<file path="config.mk">
export PLATFORM = sky130hd
export DESIGN_NAME = hsv_to_rgb_converter
export DESIGN_NICKNAME = d
export VERILOG_FILES = /design/src/hdl/hsv_pkg.sv /design/src/hdl/hsv_prep.sv /design/src/hdl/hsv_scale.sv /design/src/hdl/hsv_to_rgb_converter.sv
export SDC_FILE = /design/constraint.sdc
export NUM_CORES = 2
export LEC_CHECK = 0
export ABC_AREA = 1
export BUFFER_PORTS_ARGS = -buffer_cell sky130_fd_sc_hd__buf_2
export CAP_MARGIN = 0
export CORE_MARGIN = 2
export CORE_UTILIZATION = 55
export DETAILED_ROUTE_END_ITERATION = 16
export GPL_ROUTABILITY_DRIVEN = 0
export PLACE_DENSITY = 0.74
export SLEW_MARGIN = 10
export SYNTH_ARGS = -nofsm -noshare
export SYNTH_HDL_FRONTEND = slang
export SYNTH_SLANG_ARGS = --single-unit
</file>
<file path="constraint.sdc">
create_clock -name clk -period 11.6 [get_ports clk]
set_input_delay 2.32 -clock clk [delete_from_list [all_inputs] [get_ports clk]]
set_output_delay 2.32 -clock clk [all_outputs]
set_load 0.05 [all_outputs]
</file>
<file path="src/hdl/hsv_pkg.sv">
`timescale 1ns / 1ps

package hsv_pkg;

  localparam int unsigned HUE_W   = 9;
  localparam int unsigned PCT_W   = 7;
  localparam int unsigned CHAN_W  = 8;
  localparam int unsigned SEXT_W  = 3;
  localparam int unsigned FRAC_W  = 6;
  localparam int unsigned BASE_W  = 15;
  localparam int unsigned COEF_W  = 13;
  localparam int unsigned PROD_W  = 28;
  localparam int unsigned RECIP_W = 29;
  localparam int unsigned QUOT_W  = PROD_W + RECIP_W;

  localparam logic [HUE_W-1:0]  HUE_MAX = 9'd359;
  localparam logic [PCT_W-1:0]  PCT_MAX = 7'd100;
  localparam logic [COEF_W-1:0] SEXT_DEG = 13'd60;
  localparam logic [COEF_W-1:0] K_PEAK = 13'd6000;

  // Reciprocal of 600000 scaled by 2^48; exact for every product below 2^28.
  localparam logic [RECIP_W-1:0] RECIP = 29'd469124962;
  localparam int unsigned RECIP_SHIFT = 48;

  localparam logic [SEXT_W-1:0] SEXT_0 = 3'd0;
  localparam logic [SEXT_W-1:0] SEXT_1 = 3'd1;
  localparam logic [SEXT_W-1:0] SEXT_2 = 3'd2;
  localparam logic [SEXT_W-1:0] SEXT_3 = 3'd3;
  localparam logic [SEXT_W-1:0] SEXT_4 = 3'd4;
  localparam logic [SEXT_W-1:0] SEXT_5 = 3'd5;

  typedef struct packed {
    logic [SEXT_W-1:0] sector;
    logic [BASE_W-1:0] base;
    logic [COEF_W-1:0] k_floor;
    logic [COEF_W-1:0] k_up;
    logic [COEF_W-1:0] k_down;
  } coef_t;

  typedef struct packed {
    logic [SEXT_W-1:0] sector;
    logic [CHAN_W-1:0] peak;
    logic [CHAN_W-1:0] floor_l;
    logic [CHAN_W-1:0] up;
    logic [CHAN_W-1:0] down;
  } level_t;

endpackage

</file>
<file path="src/hdl/hsv_prep.sv">
`timescale 1ns / 1ps

module hsv_prep (
  input  logic                          clk,
  input  logic                          rst_n,
  input  logic                          en,
  input  logic                          in_valid,
  input  logic [hsv_pkg::HUE_W-1:0]     hue,
  input  logic [hsv_pkg::PCT_W-1:0]     saturation,
  input  logic [hsv_pkg::PCT_W-1:0]     brightness,
  output logic                          coef_valid,
  output hsv_pkg::coef_t                coef
);

  logic [hsv_pkg::HUE_W-1:0]  h_c;
  logic [hsv_pkg::PCT_W-1:0]  s_c;
  logic [hsv_pkg::PCT_W-1:0]  v_c;
  logic [hsv_pkg::SEXT_W-1:0] sec_nxt;
  logic [hsv_pkg::HUE_W-1:0]  start_deg;
  logic [hsv_pkg::FRAC_W-1:0] frac_nxt;
  logic [hsv_pkg::BASE_W-1:0] base_nxt;

  logic                       v1_r;
  logic [hsv_pkg::SEXT_W-1:0] sec_r;
  logic [hsv_pkg::FRAC_W-1:0] frac_r;
  logic [hsv_pkg::PCT_W-1:0]  sat_r;
  logic [hsv_pkg::BASE_W-1:0] base_r;

  logic [hsv_pkg::COEF_W-1:0] sf;
  logic [hsv_pkg::COEF_W-1:0] k_floor_nxt;
  logic                       v2_r;
  hsv_pkg::coef_t             coef_r;

  always_comb begin
    h_c = (hue > hsv_pkg::HUE_MAX) ? hsv_pkg::HUE_MAX : hue;
    s_c = (saturation > hsv_pkg::PCT_MAX) ? hsv_pkg::PCT_MAX : saturation;
    v_c = (brightness > hsv_pkg::PCT_MAX) ? hsv_pkg::PCT_MAX : brightness;
    sec_nxt = hsv_pkg::SEXT_0;
    start_deg = 9'd0;
    if (h_c >= 9'd60) begin
      sec_nxt = hsv_pkg::SEXT_1;
      start_deg = 9'd60;
    end
    if (h_c >= 9'd120) begin
      sec_nxt = hsv_pkg::SEXT_2;
      start_deg = 9'd120;
    end
    if (h_c >= 9'd180) begin
      sec_nxt = hsv_pkg::SEXT_3;
      start_deg = 9'd180;
    end
    if (h_c >= 9'd240) begin
      sec_nxt = hsv_pkg::SEXT_4;
      start_deg = 9'd240;
    end
    if (h_c >= 9'd300) begin
      sec_nxt = hsv_pkg::SEXT_5;
      start_deg = 9'd300;
    end
    frac_nxt = hsv_pkg::FRAC_W'(h_c - start_deg);
    base_nxt = (hsv_pkg::BASE_W'(v_c) << 8) - hsv_pkg::BASE_W'(v_c);
  end

  always_ff @(posedge clk) begin
    if (!rst_n) begin
      v1_r <= 1'b0;
    end else if (en) begin
      v1_r <= in_valid;
    end
    if (en) begin
      sec_r  <= sec_nxt;
      frac_r <= frac_nxt;
      sat_r  <= s_c;
      base_r <= base_nxt;
    end
  end

  always_comb begin
    sf = hsv_pkg::COEF_W'(sat_r) * hsv_pkg::COEF_W'(frac_r);
    k_floor_nxt = hsv_pkg::COEF_W'(hsv_pkg::PCT_MAX - sat_r) * hsv_pkg::SEXT_DEG;
  end

  always_ff @(posedge clk) begin
    if (!rst_n) begin
      v2_r <= 1'b0;
    end else if (en) begin
      v2_r <= v1_r;
    end
    if (en) begin
      coef_r.sector  <= sec_r;
      coef_r.base    <= base_r;
      coef_r.k_floor <= k_floor_nxt;
      coef_r.k_up    <= k_floor_nxt + sf;
      coef_r.k_down  <= hsv_pkg::K_PEAK - sf;
    end
  end

  assign coef_valid = v2_r;
  assign coef       = coef_r;

endmodule

</file>
<file path="src/hdl/hsv_scale.sv">
`timescale 1ns / 1ps

module hsv_scale (
  input  logic            clk,
  input  logic            rst_n,
  input  logic            en,
  input  logic            coef_valid,
  input  hsv_pkg::coef_t  coef,
  output logic            lvl_valid,
  output hsv_pkg::level_t lvl
);

  localparam int unsigned NLANE = 4;

  logic [hsv_pkg::COEF_W-1:0] k   [NLANE];
  logic                       v3_r;
  logic [hsv_pkg::SEXT_W-1:0] sec3_r;
  logic [hsv_pkg::PROD_W-1:0] prod_r [NLANE];
  logic [hsv_pkg::QUOT_W-1:0] quot [NLANE];
  logic                       v4_r;
  hsv_pkg::level_t            lvl_r;

  assign k[0] = hsv_pkg::K_PEAK;
  assign k[1] = coef.k_floor;
  assign k[2] = coef.k_up;
  assign k[3] = coef.k_down;

  always_ff @(posedge clk) begin
    if (!rst_n) begin
      v3_r <= 1'b0;
    end else if (en) begin
      v3_r <= coef_valid;
    end
    if (en) begin
      sec3_r <= coef.sector;
      for (int i = 0; i < NLANE; i++) begin
        prod_r[i] <= hsv_pkg::PROD_W'(coef.base) * hsv_pkg::PROD_W'(k[i]);
      end
    end
  end

  always_comb begin
    for (int i = 0; i < NLANE; i++) begin
      quot[i] = hsv_pkg::QUOT_W'(prod_r[i]) * hsv_pkg::QUOT_W'(hsv_pkg::RECIP);
    end
  end

  always_ff @(posedge clk) begin
    if (!rst_n) begin
      v4_r <= 1'b0;
    end else if (en) begin
      v4_r <= v3_r;
    end
    if (en) begin
      lvl_r.sector  <= sec3_r;
      lvl_r.peak    <= quot[0][hsv_pkg::RECIP_SHIFT +: hsv_pkg::CHAN_W];
      lvl_r.floor_l <= quot[1][hsv_pkg::RECIP_SHIFT +: hsv_pkg::CHAN_W];
      lvl_r.up      <= quot[2][hsv_pkg::RECIP_SHIFT +: hsv_pkg::CHAN_W];
      lvl_r.down    <= quot[3][hsv_pkg::RECIP_SHIFT +: hsv_pkg::CHAN_W];
    end
  end

  assign lvl_valid = v4_r;
  assign lvl       = lvl_r;

endmodule

</file>
<file path="src/hdl/hsv_to_rgb_converter.sv">
`timescale 1ns / 1ps

// HSV to RGB color converter for a pixel stream.
// The input channel (in_valid, in_stall, in_hue, in_saturation, in_brightness)
// takes one transaction per clock when in_stall is low. Out-of-range hue,
// saturation and brightness are clamped to 359, 100 and 100.
// The result channel (out_valid, out_stall, out_red, out_green, out_blue)
// presents one color per transaction, 8 bits per channel, each channel
// truncated toward zero. One transaction per cycle is sustained while no
// valid result is stalled, through a five-stage pipeline: clamp and
// sextant split, coefficient forming, level products, reciprocal scaling,
// and channel selection into the output register.
// When the receiver stalls a valid result, the whole pipeline holds and
// in_stall rises in the same cycle; the held result stays unchanged and no
// transaction is lost or repeated.
// A synchronous reset on rst_n clears all valid bits; the block accepts a
// transaction in the first cycle after reset.
module hsv_to_rgb_converter (
  input  logic                          clk,
  input  logic                          rst_n,
  input  logic                          in_valid,
  output logic                          in_stall,
  input  logic [hsv_pkg::HUE_W-1:0]     in_hue,
  input  logic [hsv_pkg::PCT_W-1:0]     in_saturation,
  input  logic [hsv_pkg::PCT_W-1:0]     in_brightness,
  output logic                          out_valid,
  input  logic                          out_stall,
  output logic [hsv_pkg::CHAN_W-1:0]    out_red,
  output logic [hsv_pkg::CHAN_W-1:0]    out_green,
  output logic [hsv_pkg::CHAN_W-1:0]    out_blue
);

  logic                       en;
  logic                       coef_valid;
  hsv_pkg::coef_t             coef;
  logic                       lvl_valid;
  hsv_pkg::level_t            lvl;
  logic [hsv_pkg::CHAN_W-1:0] red_nxt;
  logic [hsv_pkg::CHAN_W-1:0] green_nxt;
  logic [hsv_pkg::CHAN_W-1:0] blue_nxt;
  logic                       out_valid_r;
  logic [hsv_pkg::CHAN_W-1:0] red_r;
  logic [hsv_pkg::CHAN_W-1:0] green_r;
  logic [hsv_pkg::CHAN_W-1:0] blue_r;

  assign en       = !out_valid_r || !out_stall;
  assign in_stall = !en;

  hsv_prep u_prep (
    .clk        (clk),
    .rst_n      (rst_n),
    .en         (en),
    .in_valid   (in_valid),
    .hue        (in_hue),
    .saturation (in_saturation),
    .brightness (in_brightness),
    .coef_valid (coef_valid),
    .coef       (coef)
  );

  hsv_scale u_scale (
    .clk        (clk),
    .rst_n      (rst_n),
    .en         (en),
    .coef_valid (coef_valid),
    .coef       (coef),
    .lvl_valid  (lvl_valid),
    .lvl        (lvl)
  );

  always_comb begin
    case (lvl.sector)
      hsv_pkg::SEXT_0: begin
        red_nxt = lvl.peak;    green_nxt = lvl.up;      blue_nxt = lvl.floor_l;
      end
      hsv_pkg::SEXT_1: begin
        red_nxt = lvl.down;    green_nxt = lvl.peak;    blue_nxt = lvl.floor_l;
      end
      hsv_pkg::SEXT_2: begin
        red_nxt = lvl.floor_l; green_nxt = lvl.peak;    blue_nxt = lvl.up;
      end
      hsv_pkg::SEXT_3: begin
        red_nxt = lvl.floor_l; green_nxt = lvl.down;    blue_nxt = lvl.peak;
      end
      hsv_pkg::SEXT_4: begin
        red_nxt = lvl.up;      green_nxt = lvl.floor_l; blue_nxt = lvl.peak;
      end
      default: begin
        red_nxt = lvl.peak;    green_nxt = lvl.floor_l; blue_nxt = lvl.down;
      end
    endcase
  end

  always_ff @(posedge clk) begin
    if (!rst_n) begin
      out_valid_r <= 1'b0;
    end else if (en) begin
      out_valid_r <= lvl_valid;
    end
    if (en) begin
      red_r   <= red_nxt;
      green_r <= green_nxt;
      blue_r  <= blue_nxt;
    end
  end

  assign out_valid = out_valid_r;
  assign out_red   = red_r;
  assign out_green = green_r;
  assign out_blue  = blue_r;

endmodule

</file>
======== Word level (Yosys, flattened, before mapping) ========
Memory sizes are Yosys's and may differ from the RTL's.
Index checks and enable logic that the tools add are counted.
operators by class
  bitwise logic cells ..................... 0
  $mul .................................... 10
  reduce and logical (&&, ||, !) cells .... 10
  magnitude comparators ................... 8
  muxes and demuxes ....................... 16
  divide/modulo/power cells ............... 0
  equality and inequality tests ........... 4
  shift operators ......................... 0
  add/sub/neg operators ................... 5
operators with widths
  cell                      number
  $mul A28 B28 Y55 const B  4
  $pmux W8 S3               3
  $mul A15 B13 Y28          2
  $mux W6                   5
  $mul A15 B11 Y26          1
  $mul A15 B9 Y24 const B   1
  $ge A9 B8 Y1 const B      2
  $sub A15 B7 Y15           1
  $gt A7 B7 Y1 const B      2
  $add A13 B13 Y13          1
  $mul A13 B4 Y11 const B   1
  $mul A7 B6 Y13            1
  $sub A13 B13 Y13 const A  1
  $reduce_or A2 Y1          5
  $ge A9 B6 Y1 const B      1
  $ge A9 B7 Y1 const B      1
  $ge A9 B9 Y1 const B      1
  $gt A9 B9 Y1 const B      1
  $mux W9                   1
  $sub A7 B7 Y8 const A     1
  $mux W7                   1
  $eq A3 B2 Y1 const B      2
  $mux W3                   2
  $sub A6 B6 Y6             1
  6 further kinds           11
word-level totals
  output and inout port bits .............. 26
  latch bits .............................. 0
  logic and storage cells ................. 78
  memory bits (writable) .................. 112
  memories ................................ 1
  ROM bits ................................ 0
  flip-flop bits (word level) ............. 153
  input bits .............................. 27
memories
  name            words  bits a word  rd ports  clocked after Yosys merged registers in  wr ports  RTL line         text
  u_scale.prod_r  4      28           4         0                                        4         hsv_scale.sv:18  logic [hsv_pkg::PROD_W-1:0] prod_r [NLANE];

======== Depth between registers and ports, before layout ========
  word-level depth ........................ 9
  mapped depth ............................ 28
  gate-level depth less buffers ........... 27

======== Modules after synthesis ========
From an unflattened synthesis, not the netlist that was laid out.
unflattened totals
  cell total of the unflattened synthesis .. 10192
  area, all modules ....................... 87496.4 sq um
by module, submodules not included
  module                cells an instance  area an instance (sq um)  instances  seq. area each (sq um)
  hsv_scale             9284               79510.0                   1          4424.2
  hsv_prep              736                6540.0                    1          2592.5
  hsv_to_rgb_converter  172                1446.4                    1          740.7

======== Least setup slack after synthesis ========
No wires, ideal clock.
  path type ............................... input to output
  start ................................... in out_stall
  end ..................................... out in_stall
  data required time ...................... 9280 ps
  data arrival time ....................... 9868 ps
  stages .................................. 2
  path buffers ............................ 0
  setup slack ............................. -588 ps
  cells stage by stage .................... nand2_1 -> inv_1
on the way
  cells in the longest elaborated chain, start to end .. 3
RTL lines
  item                RTL line                    text
  start, declared     hsv_to_rgb_converter.sv:27  input logic out_stall,
  $logic_not A1 Y1    hsv_to_rgb_converter.sv:46  assign en = !out_valid_r || !out_stall;
  $logic_or A1 B1 Y1  hsv_to_rgb_converter.sv:46
  $logic_not A1 Y1    hsv_to_rgb_converter.sv:47  assign in_stall = !en;
  end, declared       hsv_to_rgb_converter.sv:22  output logic in_stall,
No other way between the ends.

==> out/metrics.cfg <==
[min_path]
hold_path.class=register to register
hold_path_startpoint=u_prep.base_r[5]$_DFFE_PN_

[clocking]
cts_buffers=35
clk_latency_ps=600
path_clk_slew_ps=60
cts_sinks=257
postCtsResizedCells=0
cts_tree=done
cts_setup_buffers=0
cts_buffer_depth=3
root_buffer=clkbuf_16
ctsHtreeMaxLevel=2
cts_hold_buf=0

[sta]
max-slew-margin-rel=0.396
tightest_slew_ps=899
fin_setup_tns_ps=0
rsz0062_at_grt=no
fmax_mhz=160
slew_violations=0
fin_crit_ps=6260
setup_violations=0
hold_violations=0
fin_worst_skew_ps=51.4
finalCritPeriodShare=0.540

[routing]
drt_iter0_drc=4755
num_vias=63700
antenna_left=0
post-route-drc-count=0
wl_um=222000
wl_per_cell_um=18.6
viasPerCell=5.34
dr.pass1.iters=6

[global_routing]
groute.usage.overall=0.290
grt_pass1_wl_um=362000
grt_overflow=0
grt_start_max_net_pins=101
grt_pass1_vias=69200
antenna_found_initial=5

[layout]
fillers=13300
nets=12800
final_layout_size_suffix_gt1_frac=0.0204
syn_to_final_growth_pct=4.33
multiInputGateArea_sq_um=65100
regArea_sq_um=7670
antenna_cells=0

[floorplan]
rows=144
core_area_sq_um=154000
initial_core_util=0.553
fp.dieW_um=397
dieArea_sq_um=158000
chipHeight_um=397
io_pins=53

[placement]
place.port_buffers=52
dpl.hpwl_um=195000

[worst_setup_path]
slowest_stage=fa_1
r2r-start=u_scale.prod_r[2][18]$_DFFE_PN_
slowest_delay_ps=600
reg2reg_to=u_scale.lvl[9]$_DFFE_PN_
crit_buf_inv=4
worstSetupPathType=register to register
worstPathCellList=inv_1 -> fa_1 -> fa_1 -> inv_1 -> fa_1 -> fa_1 -> fa_1 -> fa_1 -> inv_1 -> fa_1 -> inv_1 -> ha_1 -> a21oi_1 -> nor2_1 -> o21ai_0 -> nand3_1 -> a21oi_1 -> nand3_1 -> nand2_1 -> nand2_1
crit_fanout=4
crit_family=adder cells
critPathCapture=u_scale.lvl[9]$_DFFE_PN_
cp_num_cells=20
startpoint=u_scale.prod_r[2][18]$_DFFE_PN_
r2r_cells=20
cpMostUsedCell=fa_1
cp_data_arrival_time_ps=6600
worst-r2r-setup-slack_ps=5340
critPathLaunchType=register
cp-end-kind=register
cp.required_ps=11940

[logic_synthesis]
ys_types=57
ys_warn_count=0
yosysTopAreaCellShare=0.382
ys_top_cells_by_count=inv_1, nand2_1, fa_1
syn-instance-count=9869
synth_nets=12800
yosysTopAreaCell=fa_1
async_reset_ff_frac=0
synth_seq_cells=257
yosys_most_used_dff=edfxtp_1
synthTopCellsByArea=fa_1, ha_1, inv_1
synth_edf_count=252
syn_area_sq_um=85100
synth_most_common_cell=inv_1
yosysSeqAreaShare=0.0901
syn_avg_cell_area_sq_um=8.62

[run_status]
outcome=finished, final reports clean

[job]
drv_cap=0

worst reg2reg max path: stages (launching register included):
cell and delay [ps]:
edfxtp_1 520, inv_1 290, fa_1 590, fa_1 530
inv_1 50, fa_1 600, fa_1 450, fa_1 490
fa_1 490, inv_1 60, fa_1 550, inv_1 60
ha_1 310, a21oi_1 200, nor2_1 60, o21ai_0 140
nand3_1 130, a21oi_1 270, nand3_1 110, nand2_1 70
nand2_1 50
metrics by stage:
stage	std cells	worst slack [ps]	area [sq um]	util	hold slack [ps]
detailed placement	11900	5400	87600	0.569	405
global route	11900	5060	88800	0.577	424
finish	11900	5340	88800	0.577	417
floorplan	9869	2590	85100	-	400
CTS	11900	5390	88800	0.577	418
global placement	11900	5440	87600	0.569	402
placed cells by master, fill, tap and decap left out, drive strengths merged, types with 10 or more instances in the layout:
| cell | Yosys | final |
|---|---|---|
| nor4 | 17 | 17 |
| clkinv | 1 | 16 |
| edfxtp | 252 | 252 |
| a21boi | 10 | 10 |
| xnor2 | 88 | 88 |
| o211ai | 15 | 15 |
| a21oi | 334 | 334 |
| o21a | 12 | 12 |
| buf | 15 | 71 |
| nor2 | 415 | 415 |
| nand2 | 1644 | 1644 |
| fa | 1623 | 1623 |
| nand4 | 78 | 78 |
| clkbuf | 105 | 39 |
| inv | 3151 | 3156 |
| a22oi | 11 | 11 |
| o21bai | 96 | 96 |
| or2 | 12 | 12 |
| a21o | 42 | 42 |
| o21ai | 187 | 187 |
| nor3 | 55 | 55 |
| xor2 | 134 | 134 |
| ha | 1312 | 1312 |
| nand3 | 214 | 214 |
cell type report:
type | instances | area share
Multi-Input combinational cell | 6340 | 0.734
Inverter | 3152 | 0.133
Sequential cell | 257 | 0.0864
Tap cell | 2044 | 0.0288
Clock buffer | 39 | 0.0103
Timing Repair Buffer | 71 | 0.00454
Clock inverter | 25 | 0.00299
state kept, by name, indices dropped and copies added (netlist names):
name / cells
out_red: 8
u_prep.frac_r: 6
u_scale.lvl_valid: 1
u_prep.coef_valid: 1
u_prep.v1_r: 1
u_prep.sat_r: 7
out_blue: 8
u_scale.v3_r: 1
u_scale.sec3_r: 3
u_prep.coef: 54
out_valid: 1
u_prep.sec_r: 3
out_green: 8
u_scale.lvl: 35
u_prep.base_r: 15
u_scale.prod_r: 105
cells by family after synthesis:
kind of cell	after synthesis	synth area share
buffers and inverters	3272	0.145
adder cells (fa/ha/maj)	2935	0.575
AND/OR/NAND/NOR	2452	0.118
AO/OA/AOI/OAI	731	0.0496
flip-flops	257	0.0901
XOR/XNOR	222	0.0231
routing by layer:
| metal | wire (um) | vias up | GRT usage |
|---|---|---|---|
| met5 | 43 | - | 0 |
| met4 | 11800 | 6 | 0.129 |
| met3 | 18700 | 629 | 0.0539 |
| met2 | 102000 | 2758 | 0.478 |
| met1 | 89000 | 31000 | 0.374 |
| li1 | - | 29300 | - |
worst min path at each step:
| stage | endpoint | slack, ps | cells after the start |
|---|---|---|---|
| floorplan | u_prep.coef[39]$_DFFE_PN_ | 400 | 0 |
| global placement | u_prep.coef[44]$_DFFE_PN_ | 400 | 0 |
| detailed placement | u_prep.coef[44]$_DFFE_PN_ | 400 | 0 |
| CTS | u_prep.coef[44]$_DFFE_PN_ | 420 | 0 |
| global route | u_prep.coef[39]$_DFFE_PN_ | 420 | 0 |
| finish | u_prep.coef[44]$_DFFE_PN_ | 420 | 0 |
Power is not shown: default switching activity piles up to over one toggle a cycle in this logic, so the estimate is an artifact.
